## src/rtl/core/bcpt_pkg.sv

```systemverilog
// shared types and constants for the binomial consecutive prime tester
package bcpt_pkg;
    localparam int NUM_W   = 32;
    localparam int IDX_W   = 16;
    localparam int CNT_W   = 17;
    localparam int DEPTH   = 65536;
    localparam logic [1:0] ST_LOAD = 2'd0;
    localparam logic [1:0] ST_NOT  = 2'd1;
    localparam logic [1:0] ST_PROD = 2'd2;
    localparam logic [1:0] ST_KGTN = 2'd3;
    localparam logic OP_LOAD = 1'b0;
    localparam logic OP_TEST = 1'b1;
    localparam logic [0:0] REG_PRIME_COUNT = 1'b0;

    // request to the digit sum unit
    typedef struct packed {
        logic             start;
        logic [NUM_W-1:0] value;
        logic [NUM_W-1:0] base;
    } t_dsum_req;

    typedef struct packed {
        logic             done;
        logic [NUM_W+1:0] sum;
    } t_dsum_rsp;
endpackage

```

## src/rtl/core/bcpt_divider.sv

```systemverilog
// restoring divider, one quotient bit per cycle
module bcpt_divider (
    input  logic                      i_clk,
    input  logic                      i_rst_n,
    input  logic                      i_start,
    input  logic [bcpt_pkg::NUM_W-1:0] i_num,
    input  logic [bcpt_pkg::NUM_W-1:0] i_den,
    output logic                      o_done,
    output logic [bcpt_pkg::NUM_W-1:0] o_quo,
    output logic [bcpt_pkg::NUM_W-1:0] o_rem
);
    import bcpt_pkg::*;
    logic [NUM_W-1:0] r_q, r_den;
    logic [NUM_W:0]   r_r;
    logic [5:0]       r_cnt;
    logic             r_busy, r_done;
    logic [NUM_W:0]   n_sh;
    logic             n_ge;

    assign n_sh = {r_r[NUM_W-1:0], r_q[NUM_W-1]};
    assign n_ge = n_sh >= {1'b0, r_den};

    always_ff @(posedge i_clk) begin
        if (!i_rst_n) begin
            r_busy <= 1'b0;
            r_done <= 1'b0;
        end else begin
            r_done <= 1'b0;
            if (i_start) begin
                r_busy <= 1'b1;
                r_q    <= i_num;
                r_den  <= i_den;
                r_r    <= '0;
                r_cnt  <= 6'(NUM_W);
            end else if (r_busy) begin
                r_r   <= n_ge ? n_sh - {1'b0, r_den} : n_sh;
                r_q   <= {r_q[NUM_W-2:0], n_ge};
                r_cnt <= r_cnt - 6'd1;
                if (r_cnt == 6'd1) begin
                    r_busy <= 1'b0;
                    r_done <= 1'b1;
                end
            end
        end
    end
    assign o_done = r_done;
    assign o_quo  = r_q;
    assign o_rem  = r_r[NUM_W-1:0];
endmodule

```

## src/rtl/core/bcpt_digit_sum.sv

```systemverilog
// base-p digit sum, one digit per divider pass
module bcpt_digit_sum (
    input  logic                i_clk,
    input  logic                i_rst_n,
    input  bcpt_pkg::t_dsum_req i_req,
    output bcpt_pkg::t_dsum_rsp o_rsp
);
    import bcpt_pkg::*;
    logic             r_busy, r_done, r_go;
    logic [NUM_W-1:0] r_v, r_base;
    logic [NUM_W+1:0] r_sum;
    logic             w_done;
    logic [NUM_W-1:0] w_q, w_r;

    bcpt_divider u_div (
        .i_clk(i_clk), .i_rst_n(i_rst_n), .i_start(r_go), .i_num(r_v),
        .i_den(r_base), .o_done(w_done), .o_quo(w_q), .o_rem(w_r)
    );

    always_ff @(posedge i_clk) begin
        if (!i_rst_n) begin
            r_busy <= 1'b0;
            r_done <= 1'b0;
            r_go   <= 1'b0;
        end else begin
            r_done <= 1'b0;
            r_go   <= 1'b0;
            if (i_req.start) begin
                r_v    <= i_req.value;
                r_base <= i_req.base;
                r_sum  <= '0;
                if (i_req.value == '0) begin
                    r_done <= 1'b1;
                end else begin
                    r_busy <= 1'b1;
                    r_go   <= 1'b1;
                end
            end else if (r_busy && w_done) begin
                r_sum <= r_sum + (NUM_W+2)'(w_r);
                r_v   <= w_q;
                if (w_q == '0) begin
                    r_busy <= 1'b0;
                    r_done <= 1'b1;
                end else begin
                    r_go <= 1'b1;
                end
            end
        end
    end
    assign o_rsp.done = r_done;
    assign o_rsp.sum  = r_sum;
endmodule

```

## config.mk

```make
export PLATFORM = sky130hd
export DESIGN_NAME = bcpt_digit_sum
export DESIGN_NICKNAME = d
export VERILOG_FILES = /design/src/rtl/core/bcpt_pkg.sv /design/src/rtl/core/bcpt_divider.sv /design/src/rtl/core/bcpt_digit_sum.sv
export SDC_FILE = /design/constraint.sdc
export NUM_CORES = 1
export LEC_CHECK = 0
export BUFFER_PORTS_ARGS = -buffer_cell sky130_fd_sc_hd__buf_2
export CORE_MARGIN = 5
export CORE_UTILIZATION = 53
export CTS_BUF_LIST = sky130_fd_sc_hd__clkbuf_16
export CTS_CLUSTER_SIZE = 10
export DETAILED_ROUTE_END_ITERATION = 8
export PLACE_DENSITY = 0.81
export RECOVER_POWER = 25
export REMOVE_ABC_BUFFERS = 1
export SLEW_MARGIN = 25
export SYNTH_ARGS = -nofsm -noshare
export SYNTH_HDL_FRONTEND = slang
export SYNTH_SLANG_ARGS = --single-unit
```

## constraint.sdc

```tcl
create_clock -name i_clk -period 5.7 [get_ports i_clk]
set_clock_uncertainty 0.05 [all_clocks]
set_input_delay 0.57 -clock i_clk [delete_from_list [all_inputs] [get_ports i_clk]]
set_output_delay 0.57 -clock i_clk [all_outputs]
set_load 0.1 [all_outputs]
```

Word level (Yosys, flattened, before mapping):

Cells that the tools add are included.

* divide/modulo/power cells: 0
* multiply operators: 0
* add/subtract/negate cells: 3
* reduce and logical (&&, ||, !) cells: 12
* bitwise operators: 2
* shifts and indexed selects: 0
* magnitude comparators: 1
* multiplexer cells: 24
* eq/ne operators: 2

Operators by type and width (count)
* $mux 32: 6
* $logic_not 32->1: 2
* $add 34x32->34: 1
* $mux 34: 1
* $ge 33x32->1: 1
* $sub 32x32->32: 1
* $mux 1: 16
* $reduce_and 2->1: 4
* $eq 6x1->1 const B: 1
* $mux 6: 1
* $reduce_bool 2->1: 3
* $sub 6x1->6 const B: 1
* $reduce_and 3->1: 1
* $reduce_or 3->1: 1
* $ne 2x2->1 const B: 1
* $not 1->1: 2
* $logic_and 1x1->1: 1

* register bits after elaboration: 205
* output and inout port bits: 35
* bits in writable memories: 0
* logic and storage cells: 56
* bits in read-only memories: 0
* memories kept: 0
* bits of input ports: 67
* bits in latches: 0

Depth between registers and ports, before layout:

Gate-level depths: netlist of the first run.

* depth after elaboration: 4
* depth in mapped cells: 13
* mapped depth without buffers: 13

Hierarchy:

From an unflattened synthesis of the first run, not the netlist that was laid out.

* cell total of the unflattened synthesis: 1037
* area, all modules: 11752.5 µm²

By module, submodules not included
* bcpt_divider: area an instance 6085.8 µm², seq. area each 3103.0 µm², cells each 545, times used 1
* bcpt_digit_sum: area an instance 5666.7 µm², seq. area each 3002.9 µm², cells each 492, times used 1

Least setup slack after synthesis of the first run:

Ideal clock, no wire load.

* path kind: in2reg
* from: input i_req[64] in the netlist's numbering
* to: register r_sum[0] (enable)
* data arrival time: 4.116 ns
* buffers on the path: 2
* required time: 5.152 ns
* cell stages on the path: 4
* setup time: 0.498 ns
* slack: 1.036 ns
* cells stage by stage: clkbuf_1 clkbuf_1 a21oi_1 nor2b_1

* word-level cells in the longest chain between the ends: 2

Ends and longest elaborated chain
* start: declaration: RTL line bcpt_digit_sum.sv:5 `input bcpt_pkg::t_dsum_req i_req,`
* $reduce_bool 2->1 (no source line)
* $reduce_and 2->1 (no source line)
* end signal: assignment: RTL line bcpt_digit_sum.sv:39 `r_sum <= r_sum + (NUM_W+2)'(w_r);`
* end: declaration: RTL line bcpt_digit_sum.sv:11 `logic [NUM_W+1:0] r_sum;`

Every way passes these cells.
A chain may end at the register's enable or synchronous reset.

Worst setup path after layout of the first run:

* from: register r_go
* to: register u_div.r_q[16], in the netlist u_div.o_quo[16] (enable)

* word-level cells in the longest chain between the ends: 2

Ends and longest elaborated chain
* start: declaration: RTL line bcpt_digit_sum.sv:9 `logic r_busy, r_done, r_go;`
* start signal: assignment: RTL line bcpt_digit_sum.sv:24 `r_go <= 1'b0;`
* start signal: assignment: RTL line bcpt_digit_sum.sv:27 `r_go <= 1'b0;`
* start signal: assignment: RTL line bcpt_digit_sum.sv:36 `r_go <= 1'b1;`
* $reduce_bool 2->1 (no source line)
* $reduce_and 2->1 (no source line)
* end signal: assignment: RTL line bcpt_divider.sv:31 `r_q <= i_num;`
* end signal: assignment: RTL line bcpt_divider.sv:37 `r_q <= {r_q[NUM_W-2:0], n_ge};`
* end: declaration: RTL line bcpt_divider.sv:13 `logic [NUM_W-1:0] r_q, r_den;`

Every way passes these cells.

==> flow_summary.json, run 1 <==
{
  "status": "finished, violations left",
  "violations": "capacitance limit, slew limit",
  "synth_cell_types": 64,
  "grt_pass1_vias": 8032,
  "ioPinCount": 102,
  "slew_headroom_pct": -91.7,
  "diodes": 0,
  "cts_setup_buffers": 0,
  "drive_gt1_share_pct": 18.8,
  "arrival_ns": 4.30,
  "cts_sinks": 205,
  "ant_nets": 0,
  "cp_max_fo": 71,
  "die_area_sq_um": 24500,
  "h-tree-depth": 1,
  "portBuffers": 101,
  "period_minus_slack_ns": 4.20,
  "setup_viol": 0,
  "synth_top_area_share_pct": 52.7,
  "synth-seq-cells": 205,
  "synthArstFlopShare_pct": 0,
  "drv_cap": 3,
  "area_delta_synth_final_pct": 12.5,
  "cts_buffer_depth": 3,
  "multi_input_area_sq_um": 4920,
  "clock-root-buffer": "clkbuf_16",
  "synth-edff-count": 200,
  "viasPerCell": 5.86,
  "start_util_pct": 54.0,
  "cts_tree": "done",
  "hp-class": "in2reg",
  "cts_resized": 0,
  "seq_area_frac_synth_pct": 53.6,
  "ys.flop_type": "edfxtp_1",
  "clk_latency_ns": 0.53,
  "final_nets": 1222,
  "synth_top_area_cell": "edfxtp_1",
  "grt_util_all_layers_pct": 20.2,
  "dieHeight_um": 157,
  "grt_pass1_wl_um": 40500,
  "fmax_ghz": 0.238,
  "r2r_cells": 2,
  "yosys_warnings": 0,
  "yosys-top-cells-area": "edfxtp_1, ha_1, mux2_2",
  "synth_common_cells": "edfxtp_1, a21oi_1, ha_1",
  "endpoint_kind": "register",
  "worst_pin_slew_ns": 2.87,
  "path_clk_slew_ns": 0.05,
  "hold_violations": 0,
  "post-route-drc-count": 0,
  "core_sq_um": 21100,
  "cp.required_ns": 5.80,
  "die_width_um": 157,
  "rsz0062_at_grt": "false",
  "overflow": 0,
  "grt_max_degree": 72,
  "routabilityCongestion": 0.906,
  "postCtsHoldBufs": 0,
  "cp-start-kind": "register",
  "yosysMostFrequentCell": "edfxtp_1",
  "total_leakage_power_nw": 4.98,
  "num_vias": 8069,
  "wl_per_cell_um": 18.1,
  "hold_depth": 1,
  "finalSetupTns_ns": 0,
  "worst-setup-path-type": "reg2reg",
  "p_per_area_nw_per_um2": 313,
  "syn_area_sq_um": 11400,
  "fill_cells": 1714,
  "final-seq-area_sq_um": 6110,
  "ir_drop_mv": 0.228,
  "num_rows": 53,
  "finalWirelength_um": 24900,
  "post-route-period-util_pct": 73.7,
  "maxSlewViolCount": 151,
  "syn_avg_cell_area_sq_um": 11.5,
  "numCtsBuffers": 25,
  "syn_inst": 987,
  "grt_antenna_before_repair": 0,
  "drtIter0Drc": 596,
  "whs_ns": 0.163,
  "dpl.hpwl_um": 18000,
  "drt_first_pass_iters": 5
}
## cell families after synthesis
family          after synthesis  share of synthesized area, %
simple gates                263                          11.3
compound gates              244                          13.7
flops                       205                          53.6
buf+inv                      87                          3.21
fa+ha+maj                    68                          7.60
mux                          64                          6.33
xor+xnor                     56                          4.31
## metal layers
| layer | up-vias | routed length, um | GRT usage (%) |
|---|---|---|---|
| li1 | 3909 | - | - |
| met1 | 3856 | 10900 | 28.5 |
| met2 | 270 | 11800 | 33.3 |
| met3 | 34 | 1700 | 3.15 |
| met4 | 0 | 393 | 4.59 |
| met5 | - | 0 | 0 |
## sequential cells by signal, summed over array words and instances (netlist names)
| name | cells |
|---|---|
| u_div.o_quo | 32 |
| u_div.o_done | 1 |
| r_done | 1 |
| u_div.r_den | 32 |
| r_base | 32 |
| u_div.r_r | 32 |
| r_v | 32 |
| r_go | 1 |
| u_div.r_cnt | 6 |
| u_div.r_busy | 1 |
| r_busy | 1 |
| r_sum | 34 |
## path summary, 6_finish.rpt
check             slack, ns               to       start
hold / removal         0.16       r_base[24]   i_req[24]
hold reg to reg        0.35  u_div.r_den[14]  r_base[14]
setup / recovery       1.50  u_div.o_quo[16]        r_go
setup reg to reg       1.50  u_div.o_quo[16]        r_go
## power by group
part           switching (mW)  total, mW  internal [mW]  leakage (nW)
registers              0.0632       1.84           1.78          1.92
clock network           0.583       1.37          0.788         0.384
logic                   0.504      0.799          0.295          2.68
## final cells by class
| class | instances | area share, % |
|---|---|---|
| Sequential cell | 205 | 47.6 |
| Multi-Input combinational cell | 695 | 38.4 |
| Clock buffer | 25 | 4.88 |
| Timing Repair Buffer | 108 | 4.21 |
| Tap cell | 275 | 2.68 |
| Inverter | 52 | 1.52 |
| Clock inverter | 16 | 0.635 |
## cells in the final DEF, fill, tap and decap left out, types with 30 or more instances in the layout
master,count
xnor2_1,34
ha_1,66
o21ai_0,49
nand2_1,63
inv_1,63
mux2_2,64
nor2_1,63
nand3_1,36
buf_2,92
edfxtp_1,200
a21o_1,30
a21oi_1,89
## stage by stage
stage / util, % / setup WS [ns] / std cells / power [mW] / cell area (sq um)
finish: 60.8 / 1.50 / 1376 / 4.01 / 12800
global route: 60.8 / 1.14 / 1376 / 4.20 / 12800
CTS: 60.9 / 2.02 / 1376 / 4.03 / 12800
detailed placement: 57.5 / 2.01 / 1335 / 2.66 / 12100
global placement: 57.5 / 2.12 / 1335 / 2.64 / 12100
floorplan: - / 1.61 / 952 / 2.47 / 11200
## critical path, cell delays in order (launching register included)
cell and delay, ns:
dfxtp_1 2.28, o21a_2 0.80, buf_4 0.65
Power figures use the tool's default switching activity.
==> inputs of run 2 (changes only) <==
--- a/config.mk
+++ b/config.mk
@@ -5,13 +5,14 @@
 export SDC_FILE = /design/constraint.sdc
 export NUM_CORES = 1
 export LEC_CHECK = 0
+export ABC_AREA = 1
 export BUFFER_PORTS_ARGS = -buffer_cell sky130_fd_sc_hd__buf_2
 export CORE_MARGIN = 5
 export CORE_UTILIZATION = 53
 export CTS_BUF_LIST = sky130_fd_sc_hd__clkbuf_16
 export CTS_CLUSTER_SIZE = 10
 export DETAILED_ROUTE_END_ITERATION = 8
-export PLACE_DENSITY = 0.81
+export PLACE_DENSITY = 0.84
 export RECOVER_POWER = 25
 export REMOVE_ABC_BUFFERS = 1
 export SLEW_MARGIN = 25
==> constraint.sdc (replaced) <==
create_clock -name i_clk -period 3.5 [get_ports i_clk]
set_clock_uncertainty 0.05 [all_clocks]
set_input_delay 0.35 -clock i_clk [delete_from_list [all_inputs] [get_ports i_clk]]
set_output_delay 0.35 -clock i_clk [all_outputs]
set_load 0.1 [all_outputs]
==> run 2 against run 1 <==
The run still ends with capacitance limit, slew limit left. Critical path depth is 7 higher. Flip-flop and latch count stayed put. Critical endpoint is now u_div.r_r[10]. Register-to-register slack worse by 0.87 ns. Utilization is 1.3 points higher. Clock-buffer cell count stayed put. Routed wire length is 34% higher. Global-route usage is 3.9 points higher. Die area is 12% higher. Final cell count is 52% higher. Via count is 37% higher. Largest power group unchanged. Hold slack worse by 0.12 ns.
==> flow_summary.json, run 2 <==
{
  "status": "finished, violations left",
  "violations": "capacitance limit, slew limit",
  "num_rows": 56,
  "cts_tree": "done",
  "regMostFlops": "r_sum",
  "ir_drop_mv": 0.412,
  "syn_area_sq_um": 12800,
  "slew_headroom_pct": -62.1,
  "rsz0062_at_grt": "false",
  "h-tree-depth": 1,
  "synth_top_area_cell": "edfxtp_1",
  "utilization_pct": 62.0,
  "endpoint_kind": "register",
  "postCtsHoldBufs": 32,
  "layout_common_cells": "nand2_1, inv_1, edfxtp_1, nor2_1, o21ai_0",
  "setup_viol": 0,
  "whs_ns": 0.0419,
  "cp-start-kind": "register",
  "stdcell_area_sq_um": 14700,
  "ys.flop_type": "edfxtp_1",
  "post-route-period-util_pct": 82.0,
  "grt_pass1_wl_um": 52500,
  "worst-setup-path-type": "reg2reg",
  "p_per_area_nw_per_um2": 456,
  "wl_per_cell_um": 15.9,
  "seq_area_frac_synth_pct": 47.7,
  "period_minus_slack_ns": 2.87,
  "cts_sinks": 205,
  "arrival_ns": 3.21,
  "synth-edff-count": 200,
  "grt_max_degree": 73,
  "post-route-drc-count": 0,
  "syn_inst": 1611,
  "hp-class": "in2reg",
  "area_delta_synth_final_pct": 14.5,
  "worst_pin_slew_ns": 2.43,
  "numCtsBuffers": 25,
  "viasPerCell": 5.30,
  "synthArstFlopShare_pct": 0,
  "clock-root-buffer": "clkbuf_16",
  "final_common_cell": "nand2_1",
  "finalWirelength_um": 33200,
  "start_util_pct": 54.2,
  "drt_first_pass_iters": 5,
  "diodes": 0,
  "layout_setup_ws_ns": 0.632,
  "cts_resized": 0,
  "synth_cell_types": 38,
  "core_sq_um": 23600,
  "clk_latency_ns": 0.53,
  "yosys_warnings": 0,
  "dpl.hpwl_um": 24800,
  "synth_common_cells": "nand2_1, inv_1, edfxtp_1",
  "path_clk_slew_ns": 0.06,
  "r2r_start": "u_div.r_r[30]",
  "synth_top_area_share_pct": 46.9,
  "die_width_um": 165,
  "drtIter0Drc": 1054,
  "die_area_sq_um": 27300,
  "hold_violations": 0,
  "cp.required_ns": 3.84,
  "routabilityCongestion": 0.976,
  "fmax_ghz": 0.349,
  "synth-seq-cells": 205,
  "largest_reg_flops": 34,
  "cts_buffer_depth": 3,
  "num_vias": 11100,
  "cts_setup_buffers": 0,
  "maxSlewViolCount": 101,
  "overflow": 0,
  "drv_cap": 2,
  "min_from": "i_rst_n",
  "dieHeight_um": 165,
  "cp_max_fo": 25,
  "grt_util_all_layers_pct": 24.1,
  "final_nets": 1885,
  "placed_area_sq_um": 13600,
  "grt_pass1_vias": 10700,
  "grt_antenna_before_repair": 0,
  "yosys-top-cells-area": "edfxtp_1, nand2_1, inv_1",
  "syn_avg_cell_area_sq_um": 7.94,
  "crit_start": "u_div.r_r[30]",
  "ioPinCount": 102,
  "yosysMostFrequentCell": "nand2_1",
  "dpl_worst_slack_ns": 0.700,
  "total_leakage_power_nw": 6.93,
  "ant_nets": 0,
  "drive_gt1_share_pct": 9.05,
  "portBuffers": 101
}
[run 2: cell count changes after synthesis, moves of 20 or more]
cell      previous run  this run
a21o_1              30         1
inv_1               52       251
mux2_2              64         0
nand2_1             63       492
nand3_1             36        56
nand3b_1             2        30
nor2_1              63       184
o21ai_0             49       101
xnor2_1             34         2
[run 2: layer usage]
| layer | part of all wire, % | wire length, um | global-route usage (%) |
|---|---|---|---|
| met1 | 41 | 13700 | 31.0 |
| met2 | 47 | 15600 | 41.3 |
| met3 | 7.7 | 2570 | 3.80 |
| met4 | 4.2 | 1390 | 8.92 |
| met5 | 0 | 0 | 0 |
[run 2: area by class of cell]
cell class / instances / area (sq um)
fillers: 2051 / 8960
flip-flops and latches: 205 / 6110
multi-input cells: 1121 / 5580
inverters: 254 / 953
repair buffers: 143 / 891
clock buffers: 25 / 626
well taps: 319 / 399
clock inverters: 19 / 90.1
[run 2: logic make-up (layout without fill, tap and decap cells)]
family | Yosys count | after routing | share of synthesized area, %
buffers and inverters | 285 | 441 | 8.72
flip-flops | 205 | 205 | 47.7
XOR/XNOR | 14 | 14 | 0.959
adder cells (fa/ha/maj) | 68 | 68 | 6.77
AND/OR/NAND/NOR | 831 | 831 | 27.3
AO/OA/AOI/OAI | 208 | 208 | 8.52
[run 2: metrics by stage]
| step | power [mW] | cells | setup TNS, ns |
|---|---|---|---|
| 6_report | 6.68 | 2086 | 0 |
| 5_1_grt | 6.99 | 2086 | 0 |
| 4_1_cts | 6.70 | 2086 | 0 |
| 3_5_place_dp | 4.40 | 2010 | 0 |
| 3_3_place_gp | 4.37 | 2010 | 0 |
| 2_1_floorplan | 4.01 | 1580 | -143.53 |
[run 2: path summary, 6_finish.rpt]
check | endpoint | slack [ns] | cells after the start
min | r_busy | 0.04 | 3
min reg2reg | u_div.r_den[2] | 0.36 | 0
max reg2reg | u_div.r_r[10] | 0.63 | 9
max | u_div.r_r[10] | 0.63 | 9
[run 2: power breakdown]
part | leakage, nW | switching (mW) | internal, mW
Clock | 0.403 | 0.985 | 1.29
Combinational | 4.60 | 0.994 | 0.427
Sequential | 1.92 | 0.0897 | 2.89
[run 2: critical path, cell delays in order (launching register included)]
cell	delay, ns
edfxtp_1	0.46
ha_1	0.36
nand2_1	0.26
o21ai_0	0.15
a21oi_1	0.24
nand3_2	0.16
a21oi_4	0.57
buf_4	0.29
nor2_1	0.05
nor2_1	0.11
